File: config.mk
export PLATFORM = sky130hd
export DESIGN_NAME = profile_bump_segmenter_flat
export DESIGN_NICKNAME = d
export VERILOG_FILES = /design/src/rtl/core/pbs_pkg.sv /design/src/rtl/core/pbs_sample_if.sv /design/src/rtl/core/pbs_segment_if.sv /design/src/rtl/core/pbs_in_stage.sv /design/src/rtl/core/pbs_tracker.sv /design/src/rtl/core/pbs_out_reg.sv /design/src/rtl/core/profile_bump_segmenter.sv /design/src/flat_wrapper.sv
export SDC_FILE = /design/constraint.sdc
export NUM_CORES = 1
export LEC_CHECK = 0
export ABC_CLOCK_PERIOD_IN_PS = 16600
export BUFFER_PORTS_ARGS = -buffer_cell sky130_fd_sc_hd__buf_4
export CAP_MARGIN = 20
export CORE_MARGIN = 2
export CORE_UTILIZATION = 40
export DETAILED_ROUTE_END_ITERATION = 6
export PLACE_DENSITY = 0.67
export REMOVE_ABC_BUFFERS = 1
export SETUP_SLACK_MARGIN = 0.15
export SYNTH_ARGS = -nofsm -noshare
export SYNTH_HDL_FRONTEND = slang
export SYNTH_HIERARCHICAL = 1
export SYNTH_SLANG_ARGS = --single-unit
File: constraint.sdc
create_clock -name clk -period 16.6 [get_ports clk]
set_input_delay 0.83 -clock clk [delete_from_list [all_inputs] [get_ports clk]]
set_output_delay 0.83 -clock clk [all_outputs]
set_load 0.03 [all_outputs]
File: src/rtl/core/pbs_pkg.sv
`default_nettype none
package pbs_pkg;

    localparam int RANGE_W = 16;
    localparam int IDX_W = 9;
    localparam int FRAME_W = 16;
    localparam int HEIGHT_W = 16;
    localparam int CFG_IDX_W = 3;
    localparam int CFG_DATA_W = 16;

    localparam int EDGE_STEP = 800;

    localparam logic [CFG_IDX_W-1:0] CFG_MOUNT_HEIGHT = 3'd0;
    localparam logic [CFG_IDX_W-1:0] CFG_MIN_HEIGHT = 3'd1;
    localparam logic [CFG_IDX_W-1:0] CFG_MIN_WIDTH = 3'd2;
    localparam logic [CFG_IDX_W-1:0] CFG_WINDOW_FIRST = 3'd3;
    localparam logic [CFG_IDX_W-1:0] CFG_WINDOW_LAST = 3'd4;

    localparam logic [IDX_W-1:0] WINDOW_FIRST_RESET = 9'd1;
    localparam logic [IDX_W-1:0] WINDOW_LAST_RESET = 9'd273;

    typedef struct packed {
        logic [HEIGHT_W-1:0] mount_height;
        logic [HEIGHT_W-1:0] min_height;
        logic [IDX_W-1:0]    min_width;
        logic [IDX_W-1:0]    window_first;
        logic [IDX_W-1:0]    window_last;
    } cfg_t;

    typedef struct packed {
        logic [RANGE_W-1:0] raw_range;
        logic [IDX_W-1:0]   sample_index;
        logic [FRAME_W-1:0] frame_id;
    } sample_t;

    typedef struct packed {
        logic [IDX_W-1:0]    seg_start;
        logic [IDX_W-1:0]    seg_finish;
        logic [HEIGHT_W-1:0] peak_height;
        logic [IDX_W-1:0]    peak_index;
        logic [FRAME_W-1:0]  seg_frame;
    } segment_t;

    typedef struct packed {
        logic     produced;
        segment_t segment;
    } result_t;

endpackage
`default_nettype wire

File: src/rtl/core/pbs_sample_if.sv
`default_nettype none
interface pbs_sample_if;
    import pbs_pkg::*;

    logic               valid;
    logic               ready;
    logic [RANGE_W-1:0] raw_range;
    logic [IDX_W-1:0]   sample_index;
    logic [FRAME_W-1:0] frame_id;

    modport source (output valid, output raw_range, output sample_index, output frame_id,
                    input ready);
    modport sink (input valid, input raw_range, input sample_index, input frame_id,
                  output ready);
endinterface
`default_nettype wire

File: src/rtl/core/pbs_segment_if.sv
`default_nettype none
interface pbs_segment_if;
    import pbs_pkg::*;

    logic                valid;
    logic                ready;
    logic [IDX_W-1:0]    seg_start;
    logic [IDX_W-1:0]    seg_finish;
    logic [HEIGHT_W-1:0] peak_height;
    logic [IDX_W-1:0]    peak_index;
    logic [FRAME_W-1:0]  seg_frame;

    modport source (output valid, output seg_start, output seg_finish, output peak_height,
                    output peak_index, output seg_frame, input ready);
    modport sink (input valid, input seg_start, input seg_finish, input peak_height,
                  input peak_index, input seg_frame, output ready);
endinterface
`default_nettype wire

File: src/rtl/core/pbs_in_stage.sv
`default_nettype none
module pbs_in_stage (
    input  wire logic             clk,
    input  wire logic             rst_n,
    pbs_sample_if.sink            samples,
    input  wire logic             advance,
    output logic                  stage_valid,
    output pbs_pkg::sample_t      stage_sample
);
    import pbs_pkg::*;

    logic    valid_reg;
    logic    valid_next;
    sample_t sample_reg;
    logic    take;

    assign samples.ready = !valid_reg || advance;
    assign take = samples.valid && samples.ready;

    always_comb
    begin
        valid_next = valid_reg;
        if (take)
        begin
            valid_next = 1'b1;
        end
        else if (advance)
        begin
            valid_next = 1'b0;
        end
    end

    always_ff @(posedge clk or negedge rst_n)
    begin
        if (!rst_n)
        begin
            valid_reg <= 1'b0;
        end
        else
        begin
            valid_reg <= valid_next;
        end
    end

    always_ff @(posedge clk)
    begin
        if (take)
        begin
            sample_reg <= '{raw_range: samples.raw_range,
                            sample_index: samples.sample_index,
                            frame_id: samples.frame_id};
        end
    end

    assign stage_valid = valid_reg;
    assign stage_sample = sample_reg;
endmodule
`default_nettype wire

File: src/rtl/core/pbs_tracker.sv
`default_nettype none
module pbs_tracker #(
    parameter int SAMPLES_PER_FRAME = 274
) (
    input  wire logic             clk,
    input  wire logic             rst_n,
    input  wire pbs_pkg::cfg_t    cfg,
    input  wire logic             advance,
    input  wire pbs_pkg::sample_t stage_sample,
    output pbs_pkg::result_t      result
);
    import pbs_pkg::*;

    localparam logic [31:0] INDEX_LIMIT = 32'(SAMPLES_PER_FRAME);
    localparam logic signed [HEIGHT_W:0] STEP_UP = (HEIGHT_W+1)'(EDGE_STEP);
    localparam logic signed [HEIGHT_W:0] STEP_DOWN = (HEIGHT_W+1)'(-EDGE_STEP);

    logic [HEIGHT_W-1:0] prev_height_reg, prev_height_next;
    logic                in_segment_reg, in_segment_next;
    logic [IDX_W-1:0]    open_start_reg, open_start_next;
    logic [HEIGHT_W-1:0] open_peak_reg, open_peak_next;
    logic [IDX_W-1:0]    open_peak_index_reg, open_peak_index_next;

    logic [HEIGHT_W:0]        raw_height;
    logic [HEIGHT_W-1:0]      height;
    logic signed [HEIGHT_W:0] diff;
    logic [IDX_W-1:0]         idx;
    logic                     in_window;
    logic signed [IDX_W+1:0]  width;
    logic                     wide_enough;

    assign idx = stage_sample.sample_index;
    assign raw_height = {1'b0, cfg.mount_height} - {1'b0, stage_sample.raw_range};

    // A negative difference or one below the minimum becomes zero.
    assign height = (raw_height[HEIGHT_W] || (raw_height[HEIGHT_W-1:0] < cfg.min_height))
                    ? '0 : raw_height[HEIGHT_W-1:0];
    assign diff = $signed({1'b0, height}) - $signed({1'b0, prev_height_reg});

    assign in_window = (idx >= cfg.window_first) && (idx <= cfg.window_last) &&
                       ({{(32-IDX_W){1'b0}}, idx} < INDEX_LIMIT);

    assign width = $signed({2'b00, idx}) - $signed((IDX_W+2)'(1))
                   - $signed({2'b00, open_start_reg});
    assign wide_enough = !width[IDX_W+1] && (width[IDX_W:0] >= {1'b0, cfg.min_width});

    always_comb
    begin
        prev_height_next = height;
        in_segment_next = in_segment_reg;
        open_start_next = open_start_reg;
        open_peak_next = open_peak_reg;
        open_peak_index_next = open_peak_index_reg;
        result.produced = 1'b0;
        result.segment.seg_start = open_start_reg;
        result.segment.seg_finish = idx - IDX_W'(1);
        result.segment.peak_height = open_peak_reg;
        result.segment.peak_index = open_peak_index_reg;
        result.segment.seg_frame = stage_sample.frame_id;
        if (idx == '0)
        begin
            in_segment_next = 1'b0;
        end
        else if (in_window)
        begin
            if (diff > STEP_UP)
            begin
                in_segment_next = 1'b1;
                open_start_next = idx;
                open_peak_next = height;
                open_peak_index_next = idx;
            end
            else if (diff < STEP_DOWN)
            begin
                result.produced = advance && in_segment_reg && wide_enough;
                in_segment_next = 1'b0;
            end
            else if (in_segment_reg && (height > open_peak_reg))
            begin
                open_peak_next = height;
                open_peak_index_next = idx;
            end
        end
    end

    always_ff @(posedge clk or negedge rst_n)
    begin
        if (!rst_n)
        begin
            prev_height_reg <= '0;
            in_segment_reg <= 1'b0;
            open_start_reg <= '0;
            open_peak_reg <= '0;
            open_peak_index_reg <= '0;
        end
        else if (advance)
        begin
            prev_height_reg <= prev_height_next;
            in_segment_reg <= in_segment_next;
            open_start_reg <= open_start_next;
            open_peak_reg <= open_peak_next;
            open_peak_index_reg <= open_peak_index_next;
        end
    end
endmodule
`default_nettype wire

File: src/rtl/core/pbs_out_reg.sv
`default_nettype none
module pbs_out_reg (
    input  wire logic             clk,
    input  wire logic             rst_n,
    input  wire pbs_pkg::result_t result,
    output logic                  free,
    pbs_segment_if.source         segments
);
    import pbs_pkg::*;

    logic     valid_reg;
    logic     valid_next;
    segment_t segment_reg;

    assign free = !valid_reg || segments.ready;

    always_comb
    begin
        valid_next = valid_reg;
        if (result.produced)
        begin
            valid_next = 1'b1;
        end
        else if (segments.ready)
        begin
            valid_next = 1'b0;
        end
    end

    always_ff @(posedge clk or negedge rst_n)
    begin
        if (!rst_n)
        begin
            valid_reg <= 1'b0;
        end
        else
        begin
            valid_reg <= valid_next;
        end
    end

    always_ff @(posedge clk)
    begin
        if (result.produced)
        begin
            segment_reg <= result.segment;
        end
    end

    assign segments.valid = valid_reg;
    assign segments.seg_start = segment_reg.seg_start;
    assign segments.seg_finish = segment_reg.seg_finish;
    assign segments.peak_height = segment_reg.peak_height;
    assign segments.peak_index = segment_reg.peak_index;
    assign segments.seg_frame = segment_reg.seg_frame;
endmodule
`default_nettype wire

File: src/rtl/core/profile_bump_segmenter.sv
// A closing sample is held in the input register, its segment in the output register.
// Throughput: one sample transaction per cycle while the output side keeps up; the
// height and edge logic between the input register and the result register sets this.
// Reset: rst_n clears all valid flags and tracking state at once and restores the
// register defaults; no clearing pass is needed.
`default_nettype none
module profile_bump_segmenter #(
    parameter int SAMPLES_PER_FRAME = 274
) (
    input  wire logic                              clk,
    input  wire logic                              rst_n,
    pbs_sample_if.sink                             samples,
    pbs_segment_if.source                          segments,
    input  wire logic                              cfg_wr_en,
    input  wire logic [pbs_pkg::CFG_IDX_W-1:0]     cfg_index,
    input  wire logic [pbs_pkg::CFG_DATA_W-1:0]    cfg_data
);
    import pbs_pkg::*;

    cfg_t    cfg_reg;
    cfg_t    cfg_next;
    logic    stage_valid;
    sample_t stage_sample;
    logic    out_free;
    logic    advance;
    result_t result;

    always_comb
    begin
        cfg_next = cfg_reg;
        if (cfg_wr_en)
        begin
            case (cfg_index)
                CFG_MOUNT_HEIGHT: cfg_next.mount_height = cfg_data;
                CFG_MIN_HEIGHT:   cfg_next.min_height = cfg_data;
                CFG_MIN_WIDTH:    cfg_next.min_width = cfg_data[IDX_W-1:0];
                CFG_WINDOW_FIRST: cfg_next.window_first = cfg_data[IDX_W-1:0];
                CFG_WINDOW_LAST:  cfg_next.window_last = cfg_data[IDX_W-1:0];
                default:          cfg_next = cfg_reg;
            endcase
        end
    end

    always_ff @(posedge clk or negedge rst_n)
    begin
        if (!rst_n)
        begin
            cfg_reg.mount_height <= '0;
            cfg_reg.min_height <= '0;
            cfg_reg.min_width <= '0;
            cfg_reg.window_first <= WINDOW_FIRST_RESET;
            cfg_reg.window_last <= WINDOW_LAST_RESET;
        end
        else
        begin
            cfg_reg <= cfg_next;
        end
    end

    assign advance = stage_valid && out_free;

    pbs_in_stage u_in_stage (
        .clk          (clk),
        .rst_n        (rst_n),
        .samples      (samples),
        .advance      (advance),
        .stage_valid  (stage_valid),
        .stage_sample (stage_sample)
    );

    pbs_tracker #(
        .SAMPLES_PER_FRAME (SAMPLES_PER_FRAME)
    ) u_tracker (
        .clk          (clk),
        .rst_n        (rst_n),
        .cfg          (cfg_reg),
        .advance      (advance),
        .stage_sample (stage_sample),
        .result       (result)
    );

    pbs_out_reg u_out_reg (
        .clk      (clk),
        .rst_n    (rst_n),
        .result   (result),
        .free     (out_free),
        .segments (segments)
    );
endmodule
`default_nettype wire
File: src/flat_wrapper.sv
// flat-port wrapper written by rule: the top's interface ports become plain ports
module profile_bump_segmenter_flat import pbs_pkg::*;
#(
    parameter int SAMPLES_PER_FRAME = 274
)
  (clk, rst_n, cfg_wr_en, cfg_index, cfg_data, samples_valid, samples_raw_range, samples_sample_index, samples_frame_id, samples_ready, segments_valid, segments_seg_start, segments_seg_finish, segments_peak_height, segments_peak_index, segments_seg_frame, segments_ready);
  pbs_sample_if samples_i ();
  pbs_segment_if segments_i ();
  input  wire logic clk;
  input  wire logic rst_n;
  input  wire logic cfg_wr_en;
  input  wire logic [pbs_pkg::CFG_IDX_W-1:0] cfg_index;
  input  wire logic [pbs_pkg::CFG_DATA_W-1:0] cfg_data;
  input wire logic [$bits(samples_i.valid)-1:0] samples_valid;
  input wire logic [$bits(samples_i.raw_range)-1:0] samples_raw_range;
  input wire logic [$bits(samples_i.sample_index)-1:0] samples_sample_index;
  input wire logic [$bits(samples_i.frame_id)-1:0] samples_frame_id;
  output wire logic [$bits(samples_i.ready)-1:0] samples_ready;
  output wire logic [$bits(segments_i.valid)-1:0] segments_valid;
  output wire logic [$bits(segments_i.seg_start)-1:0] segments_seg_start;
  output wire logic [$bits(segments_i.seg_finish)-1:0] segments_seg_finish;
  output wire logic [$bits(segments_i.peak_height)-1:0] segments_peak_height;
  output wire logic [$bits(segments_i.peak_index)-1:0] segments_peak_index;
  output wire logic [$bits(segments_i.seg_frame)-1:0] segments_seg_frame;
  input wire logic [$bits(segments_i.ready)-1:0] segments_ready;
  assign samples_i.valid = samples_valid;
  assign samples_i.raw_range = samples_raw_range;
  assign samples_i.sample_index = samples_sample_index;
  assign samples_i.frame_id = samples_frame_id;
  assign samples_ready = samples_i.ready;
  assign segments_valid = segments_i.valid;
  assign segments_seg_start = segments_i.seg_start;
  assign segments_seg_finish = segments_i.seg_finish;
  assign segments_peak_height = segments_i.peak_height;
  assign segments_peak_index = segments_i.peak_index;
  assign segments_seg_frame = segments_i.seg_frame;
  assign segments_i.ready = segments_ready;
  profile_bump_segmenter #(.SAMPLES_PER_FRAME(SAMPLES_PER_FRAME)) u_core (.clk(clk), .rst_n(rst_n), .samples(samples_i), .segments(segments_i), .cfg_wr_en(cfg_wr_en), .cfg_index(cfg_index), .cfg_data(cfg_data));
endmodule
# Yosys cells after proc, flatten, opt, wreduce, memory -nomap -nowiden
# Index checks and enable logic that the tools add are counted.
[totals]
ff_bits = 212
in_bits = 65
output_inout_bits = 61
wordCells = 87
[classes]
addsub = 5
order_cmp = 8
eq_ne = 5
n_mux = 19
bitwise = 1
reduce_logical = 29
[op_table]
columns = ["op", "n"]
rows = [
  ["$mux W16", 4],
  ["$sub A16 B16 Y17", 2],
  ["$mux W9", 3],
  ["$gt A17 B11 Y1 const B", 1],
  ["$lt A17 B11 Y1 const B", 1],
  ["$gt A16 B16 Y1", 1],
  ["$lt A16 B16 Y1", 1],
  ["$mux W1", 12],
  ["$sub A10 B10 Y11", 1],
  ["$ge A10 B9 Y1", 1],
  ["$reduce_and A2 Y1", 5],
  ["$sub A9 B1 Y10 const B", 1],
  ["$ge A9 B9 Y1", 1],
  ["$le A9 B9 Y1", 1],
  ["$logic_not A9 Y1", 1],
  ["$lt A9 B9 Y1 const B", 1],
  ["$sub A9 B1 Y9 const B", 1],
  ["$logic_and A1 B1 Y1", 8],
  ["$reduce_bool A2 Y1", 4],
  ["$eq A3 B2 Y1 const B", 2],
  ["$reduce_and A5 Y1", 1],
  ["$reduce_and A4 Y1", 1],
  ["$eq A3 B1 Y1 const B", 1],
  ["$eq A3 B3 Y1 const B", 1],
  ["7 further kinds", 11],
]

# Depth between registers and ports, before layout
# Gate-level depths: netlist of run 1.
[depth]
word_depth = 11
depth_mapped = 32
mapped_depth_nobuf = 31

# By module
# The synthesis of run 1 kept the hierarchy.
[modules_own_cells]
columns = ["module", "n_inst", "cells_each", "area_each_um2", "seq_area_each_um2"]
rows = [
  ["pbs_tracker", 1, 693, 5894.4, 1276.2],
  ["profile_bump_segmenter", 1, 129, 2309.7, 1481.4],
  ["pbs_out_reg", 1, 62, 1819.2, 1796.7],
  ["pbs_in_stage", 1, 45, 1285.0, 1256.2],
]

# Least setup slack after synthesis of run 1
# No wires, ideal clock.
[synth_timing]
path_kind = "register to register"
from = "reg u_core/cfg_reg[43] (netlist name)"
to = "reg u_core.u_out_reg.valid_reg, in the netlist u_core/u_out_reg/segments.valid"
setup_ns = 0.094
t_arrival_ns = 10.774
required_time_ns = 16.506
slack_ns = 5.731
path_stages_with_launch = 28
n_path_buf = 1
synth_period_minus_slack_ns = 10.869
path_cell_list = "dfrtp_1 > inv_1 > ha_1 > inv_1 > fa_1 > a211o_1 > o211ai_1 > a21oi_1 > a221oi_1 > nand2b_1 > a211oi_1 > nor2_1 > ha_1 > nand4_1 > a211oi_1 > a21oi_1 > clkbuf_1 > nor4b_1 > ha_1 > and2_1 > a311oi_2 > a21oi_1 > or4_1 > and3_1 > o2111a_1 > a41o_1 > a211oi_1 > nand2b_2"
[synth_lines]
columns = ["element", "line", "source"]
rows = [
  ["from (decl)", "profile_bump_segmenter.sv:20", "cfg_t cfg_reg;"],
  ["from (signal assigned)", "profile_bump_segmenter.sv:56", "cfg_reg <= cfg_next;"],
  ["to (signal assigned)", "pbs_out_reg.sv:38", "valid_reg <= valid_next;"],
  ["to (decl)", "pbs_out_reg.sv:11", "logic valid_reg;"],
]

# Final worst setup path of run 1
[layout_timing]
from = "reg u_core/cfg_reg[43] (netlist name)"
to = "reg u_core.u_tracker.open_peak_reg[6]"
[layout_via]
elab_chain_len = 8
elab_cells_between_ends = 15
cone_classes = "add/sub (2); order compare (4); eq/ne (1); mux (4); reduce/logical (4)"
[layout_lines]
columns = ["element", "line", "source"]
rows = [
  ["$sub A16 B16 Y17 *", "pbs_tracker.sv:33", "assign raw_height = {1'b0, cfg.mount_height} - {1'b0, stage_sample.raw_range};"],
  ["$lt A16 B16 Y1", "pbs_tracker.sv:36", "assign height = (raw_height[HEIGHT_W] || (raw_height[HEIGHT_W-1:0] < cfg.min_height))"],
  ["$logic_or A1 B1 Y1", "pbs_tracker.sv:36", ""],
  ["$mux W16 *", "pbs_tracker.sv:37", "? '0 : raw_height[HEIGHT_W-1:0];"],
  ["named net u_core.u_tracker.height[4]", "pbs_tracker.sv:25", "logic [HEIGHT_W-1:0] height;"],
  ["$sub A16 B16 Y17 / $gt A16 B16 Y1 (equally long branches)", "pbs_tracker.sv:38, pbs_tracker.sv:78", ""],
  ["$gt A17 B11 Y1, or another cell as far along", "pbs_tracker.sv:66", "if (diff > STEP_UP)"],
  ["$ne A2 B2 Y1 (no source line) / $reduce_bool A2 Y1 (equally long branches)", "--", ""],
  ["$reduce_and A5 Y1 (no source line)", "--", ""],
  ["to (signal assigned)", "pbs_tracker.sv:101", "open_peak_reg <= open_peak_next;"],
  ["to (decl)", "pbs_tracker.sv:21", "logic [HEIGHT_W-1:0] open_peak_reg, open_peak_next;"],
]
# Mark *: on every way through the listed nets, which the timed path passes. The rest lies on a longest branch. The select of a mux whose other input is x is not followed.
# A chain may end at the register's enable or synchronous reset.

==> metrics.txt, run 1 <==
port bufs 125; biggest area consumer among synthesized cells edfxtp_1; GRT Overall Usage 0.162; synthesized area approximately 11000 sq um; vias in the first global route 7432; PwrDens roughly 170 nW/um^2; crit path time final 8.46 ns; WP data required about 17 ns; Synth cell types 70; Hold-fix buffers, CTS 0; Syn. warnings 6; Final GP Congestion 0.868; Die Span Y roughly 170 um; slowest stage delay, CP 0.85 ns; Power Total 2.27 mW; Fin. Hold Viols 0; Worst Hold Class primary input to async pin; Max VDD drop 0.0827 mV; Synth Register Bits 212; CP bufs+invs 2; status completed; Initial Util 0.407; post_cts resized 0; area delta synth->final 18.5%; Post-Layout Cell Count 1452; Setup Fix Bufs, Post-CTS 0; Post-synth EDFFs 100; Crit path max-delay family compound AO/OA/AOI/OAI gates; max_cap viols 0; post-route antenna net violation count 0; Worst-Skew Late Latency 0.53 ns; Post-DP Area approximately 13000 sq um; Tcrit/Tclk final 0.510; DR pass1 iterations 4; r2r startpoint u_core/cfg_reg[43]; Crit path arrival time roughly 8.9 ns; Chip Width 172 um; Final Max Tran Viols 0; Clock Root Buffer clkbuf_16; Min Hold Slack 0.353 ns; Yosys top cell area share 0.266; Inst Count DP 1408; CORE AREA 27800 sq um; Initial DRC Count roughly 440; Clock transition at path regs 0.06 ns; Fmax 0.118 GHz; first-pass GRT wire length around 38 mm; DR WL/cell ~16 um; initial antenna violation count 0; worst rel slew slack 0.313; count leader, synth inv_1; total CTS buffers 23; Worst Path Class, Setup flop to flop; Leakage 6.03 nW; largest net degree at the start of global routing 61; Num Clock Sinks 212; setup tns final 0 ns; die area 29600 sq um; Routed WL 23.7 mm; Post-Syn Instances approximately 930; final net count 1225; Final setup violation count 0; num rows a little over 60; dpl hpwl 17.5 mm; # DRC 0; Worst setup EP type flop; dominant cells by area after synthesis edfxtp_1 27%, dfrtp_1 24%, ha_1 11%; CP max-delay cell nor4b_1; critical path startpoint u_core/cfg_reg[43]; synth cell count leaders 115 x inv_1, 108 x dfrtp_1, 100 x edfxtp_1, 100 x ha_1, 91 x mux2_2; average size of a mapped cell 12.2 sq um; via count ~7300; Vias/cell 5.02; Worst Tran Pin Value between 1 and 1.5 ns; io pins 126; RSZ-0062 raised after global routing false; layout cells sized above 1 0.276; CTS max path bufs 3; GR Overflow Total 0; Ant. Diodes 0; fraction of registers with async set or reset after synthesis 0.528; H-tree depth 1; Post-synth top flop dfrtp_1; post-synthesis sequential area ratio 0.514; skew final about 0.021 ns; post-route cell area 13400 sq um; max FFs per register 59; CTS tree built; Critical Path Fanout Max 25; nature of the critical path startpoint flop
==> metrics by stage <==
stage	utilization	setup WS [ns]
global route	0.482	7.44
finish	0.482	8.14
floorplan	-	5.59
detailed placement	0.453	8.14
global placement	0.453	8.38
CTS	0.482	8.08
==> kinds of logic (layout without fill, tap and decap cells) <==
kind of cell | after synthesis | in the layout | synth area share
muxes | 101 | 101 | 0.104
DFF | 212 | 212 | 0.514
xor gates and xnor gates | 30 | 30 | 0.0232
AOI/OAI and AO/OA | 168 | 168 | 0.101
buffers and inverters | 150 | 295 | 0.0588
and+or+nand+nor | 165 | 165 | 0.0830
adders and majority gates | 103 | 103 | 0.116
==> worst register-to-register path: stages, from the launching register on <==
cell      delay, ns
dfrtp_1        0.37
inv_1          0.05
ha_1           0.17
inv_1          0.06
fa_1           0.42
a211o_1        0.31
o211ai_1       0.12
a21oi_1        0.20
a221oi_1       0.34
nand2b_1       0.10
a211oi_1       0.23
nor2_1         0.09
ha_1           0.30
nand4_1        0.11
a211oi_1       0.18
a21oi_1        0.30
nor4b_1        0.85
ha_1           0.44
and2_1         0.21
a311oi_2       0.35
a211oi_1       0.18
or4b_1         0.57
a41o_1         0.20
a2111o_1       0.39
o311ai_4       0.55
a21boi_4       0.84
mux2_2         0.43
==> worst paths after layout <==
| kind | end | slack (ns) | depth (start not counted) |
|---|---|---|---|
| max in group asynchronous | u_core/u_tracker/prev_height_reg[8] | 14.98 | 2 |
| hold reg to reg | u_core/u_out_reg/segments.seg_frame[10] | 0.41 | 0 |
| setup reg to reg | u_core/u_tracker/open_peak_reg[6] | 8.14 | 26 |
| min in group clk | u_core/u_out_reg/segments.seg_frame[10] | 0.41 | 0 |
| setup / recovery | u_core/u_tracker/open_peak_reg[6] | 8.14 | 26 |
| hold / removal | u_core/cfg_reg[11] | 0.35 | 1 |
==> final cells by class <==
class / instances / area [sq um]
Clock inverter: 14 / 183
Sequential cell: 212 / 5810
Tap cell: 378 / 473
Fill cell: 2596 / 14400
Inverter: 115 / 432
Clock buffer: 28 / 614
Timing Repair Buffer: 138 / 1040
Multi-Input combinational cell: 567 / 4850
==> metal layers <==
| metal | wire length (um) | up-vias | GRT usage |
|---|---|---|---|
| met2 | 11100 | 146 | 0.268 |
| li1 | - | 3597 | - |
| met1 | 10900 | 3516 | 0.220 |
| met5 | 0 | - | 0 |
| met3 | 1160 | 37 | 0.0270 |
| met4 | 546 | 0 | 0.0497 |
==> placed cells by master (no fill, tap or decap), types with 4 or more instances in the layout <==
cell | synthesis | final
a2111oi_0 | 4 | 4
or3_1 | 6 | 6
nor2b_1 | 9 | 9
bufinv_16 | 0 | 4
mux2_4 | 10 | 10
clkbuf_16 | 0 | 23
nand3_1 | 12 | 12
clkinv_2 | 0 | 7
o21a_1 | 9 | 9
buf_4 | 16 | 136
and2_1 | 6 | 6
mux2_2 | 91 | 91
xor2_1 | 15 | 15
nor4b_1 | 11 | 11
and3_1 | 4 | 4
o21bai_1 | 5 | 5
nand2b_1 | 8 | 8
nor3_1 | 9 | 9
a21boi_0 | 7 | 7
o21ai_0 | 43 | 43
edfxtp_1 | 100 | 100
nand2_1 | 40 | 40
inv_1 | 115 | 115
a21o_1 | 22 | 22
dfstp_2 | 4 | 4
nor2_1 | 34 | 34
a211oi_1 | 6 | 5
ha_1 | 100 | 100
a21oi_1 | 33 | 33
xnor2_1 | 15 | 15
o2111ai_1 | 5 | 5
nand4_1 | 4 | 4
o211ai_1 | 4 | 4
dfrtp_1 | 108 | 108
==> power by group <==
part           internal (mW)  switching [mW]  total (mW)
registers              0.658          0.0546       0.712
logic                  0.450           0.571        1.02
clock network          0.327           0.209       0.536
total                   1.43           0.834        2.27
No activity file was read; power rests on OpenSTA's default activity.
==> run 2, diff against run 1 <==
--- a/config.mk
+++ b/config.mk
@@ -5,7 +5,7 @@
 export SDC_FILE = /design/constraint.sdc
 export NUM_CORES = 1
 export LEC_CHECK = 0
-export ABC_CLOCK_PERIOD_IN_PS = 16600
+export ABC_CLOCK_PERIOD_IN_PS = 8500
 export BUFFER_PORTS_ARGS = -buffer_cell sky130_fd_sc_hd__buf_4
 export CAP_MARGIN = 20
 export CORE_MARGIN = 2
==> constraint.sdc (replaced) <==
create_clock -name clk -period 8.5 [get_ports clk]
set_input_delay 0.425 -clock clk [delete_from_list [all_inputs] [get_ports clk]]
set_output_delay 0.425 -clock clk [all_outputs]
set_load 0.03 [all_outputs]
==> metrics.txt, run 2 (synthesis gave the netlist of run 1 again) <==
status completed; Setup Fix Bufs, Post-CTS 0; Initial Util 0.407; Chip Width 172 um; Filler Cells Inserted 2548; Leakage 6.08 nW; first-pass GRT wire length 38.8 mm; # DRC 0; Post-DP Area 12600 sq um; post-route cell area 13500 sq um; num rows 61; commonest non-fill, non-tap cell in the layout buf_4; Clock Root Buffer clkbuf_16; post_cts resized 0; RSZ-0062 raised after global routing false; nature of the critical path startpoint flop; Final Max Tran Viols 0; Ant. Diodes 0; DR WL/cell 16.6 um; Clock transition at path regs approximately 0.06 ns; area delta synth->final 19.6%; worst rel slew slack 0.312; Worst Hold Class primary input to async pin; slowest stage delay, CP 0.49 ns; Critical Path Fanout Max 25; PwrDens 332 nW/um^2; max FFs per register 59; max_cap viols 0; H-tree depth 1; Worst setup EP type flop; dpl hpwl between 15 and 20 mm; most frequent cells in the layout 139 x buf_4, 115 x inv_1, 108 x dfrtp_1; Worst-Skew Late Latency 0.52 ns; Num Clock Sinks about 210; CP max-delay cell or3_1; GRT Overall Usage 0.165; port bufs roughly 130; Fin. Hold Viols 0; Vias/cell 5.03; DR pass1 iterations 5; Worst Path Class, Setup flop to flop; initial antenna violation count 0; worst reg2reg path depth 31; WP data required 8.90 ns; Max VDD drop 0.164 mV; vias in the first global route 7427; Hold-fix buffers, CTS 0; setup tns final 0 ns; Worst Tran Pin Value 1.03 ns; final net count 1229; CTS tree built; Final GP Congestion 0.909; Initial DRC Count 374; Fmax 0.128 GHz; Routed WL 24.2 mm; total CTS buffers 23; Final setup violation count 0; CTS max path bufs 3; Die Span Y 172 um; Crit path arrival time 8.19 ns; Tcrit/Tclk final 0.917; via count about 7300; io pins 126; GR Overflow Total 0; largest net degree at the start of global routing 67; crit path time final 7.79 ns; die area 29600 sq um; post-route antenna net violation count 0; layout cells sized above 1 0.282; CORE AREA around 28000 sq um; skew final 0.0154 ns
==> run 2: cell type report <==
type	count	area [sq um]	area share
inverters	115	432	0.0319
well taps	378	473	0.0350
clock buffers	34	729	0.0539
multi-input cells	567	4860	0.359
clock inverters	8	139	0.0103
flip-flops and latches	212	5810	0.430
repair buffers	142	1080	0.0799
==> run 2: metal layers <==
layer,part of all wire,track usage
met5,0,0
met4,0.021,0.0442
met2,0.47,0.278
met1,0.45,0.220
met3,0.053,0.0298
==> run 2: critical path, delay by kind of cell, from the launching register on <==
family | cells | cell delay, ns
fa+ha+maj | 5 | 1.52
simple gates | 7 | 1.51
flops | 1 | 0.38
mux | 1 | 0.38
buf+inv | 5 | 0.73
compound gates | 13 | 3.15
==> run 2: report_power, final <==
group | switching, mW | leakage, nW | internal [mW]
sequential | 0.106 | 2.33 | 1.28
combinational | 1.12 | 3.32 | 0.887
clock | 0.410 | 0.427 | 0.690
total | 1.63 | 6.08 | 2.86
==> run 2: final timing paths <==
| kind | startpoint | to | slack [ns] |
|---|---|---|---|
| worst min register to register | u_core/u_in_stage/stage_sample[1] | u_core/u_out_reg/segments.seg_frame[1] | 0.41 |
| min in group clk | samples_frame_id[0] | u_core/u_in_stage/stage_sample[0] | 0.08 |
| worst max-delay path | u_core/cfg_reg[43] | u_core/u_tracker/open_peak_index_reg[2] | 0.71 |
| worst min-delay path | rst_n | u_core/cfg_reg[10] | 0.02 |
| worst max register to register | u_core/cfg_reg[43] | u_core/u_tracker/open_peak_index_reg[2] | 0.71 |
| max in group asynchronous | rst_n | u_core/u_tracker/open_peak_reg[8] | 7.32 |
==> run 2: through the flow <==
step                setup WS, ns  cells  hold slack, ns  power, mW  utilization
floorplan                  -2.51    894           0.129       2.87            -
global placement           0.746   1413           0.400       3.34        0.454
detailed placement         0.574   1413           0.405       3.38        0.454
CTS                        0.519   1455          0.0333       4.51        0.485
global route               0.172   1456          0.0611       4.82        0.487
finish                     0.706   1456          0.0230       4.49        0.487
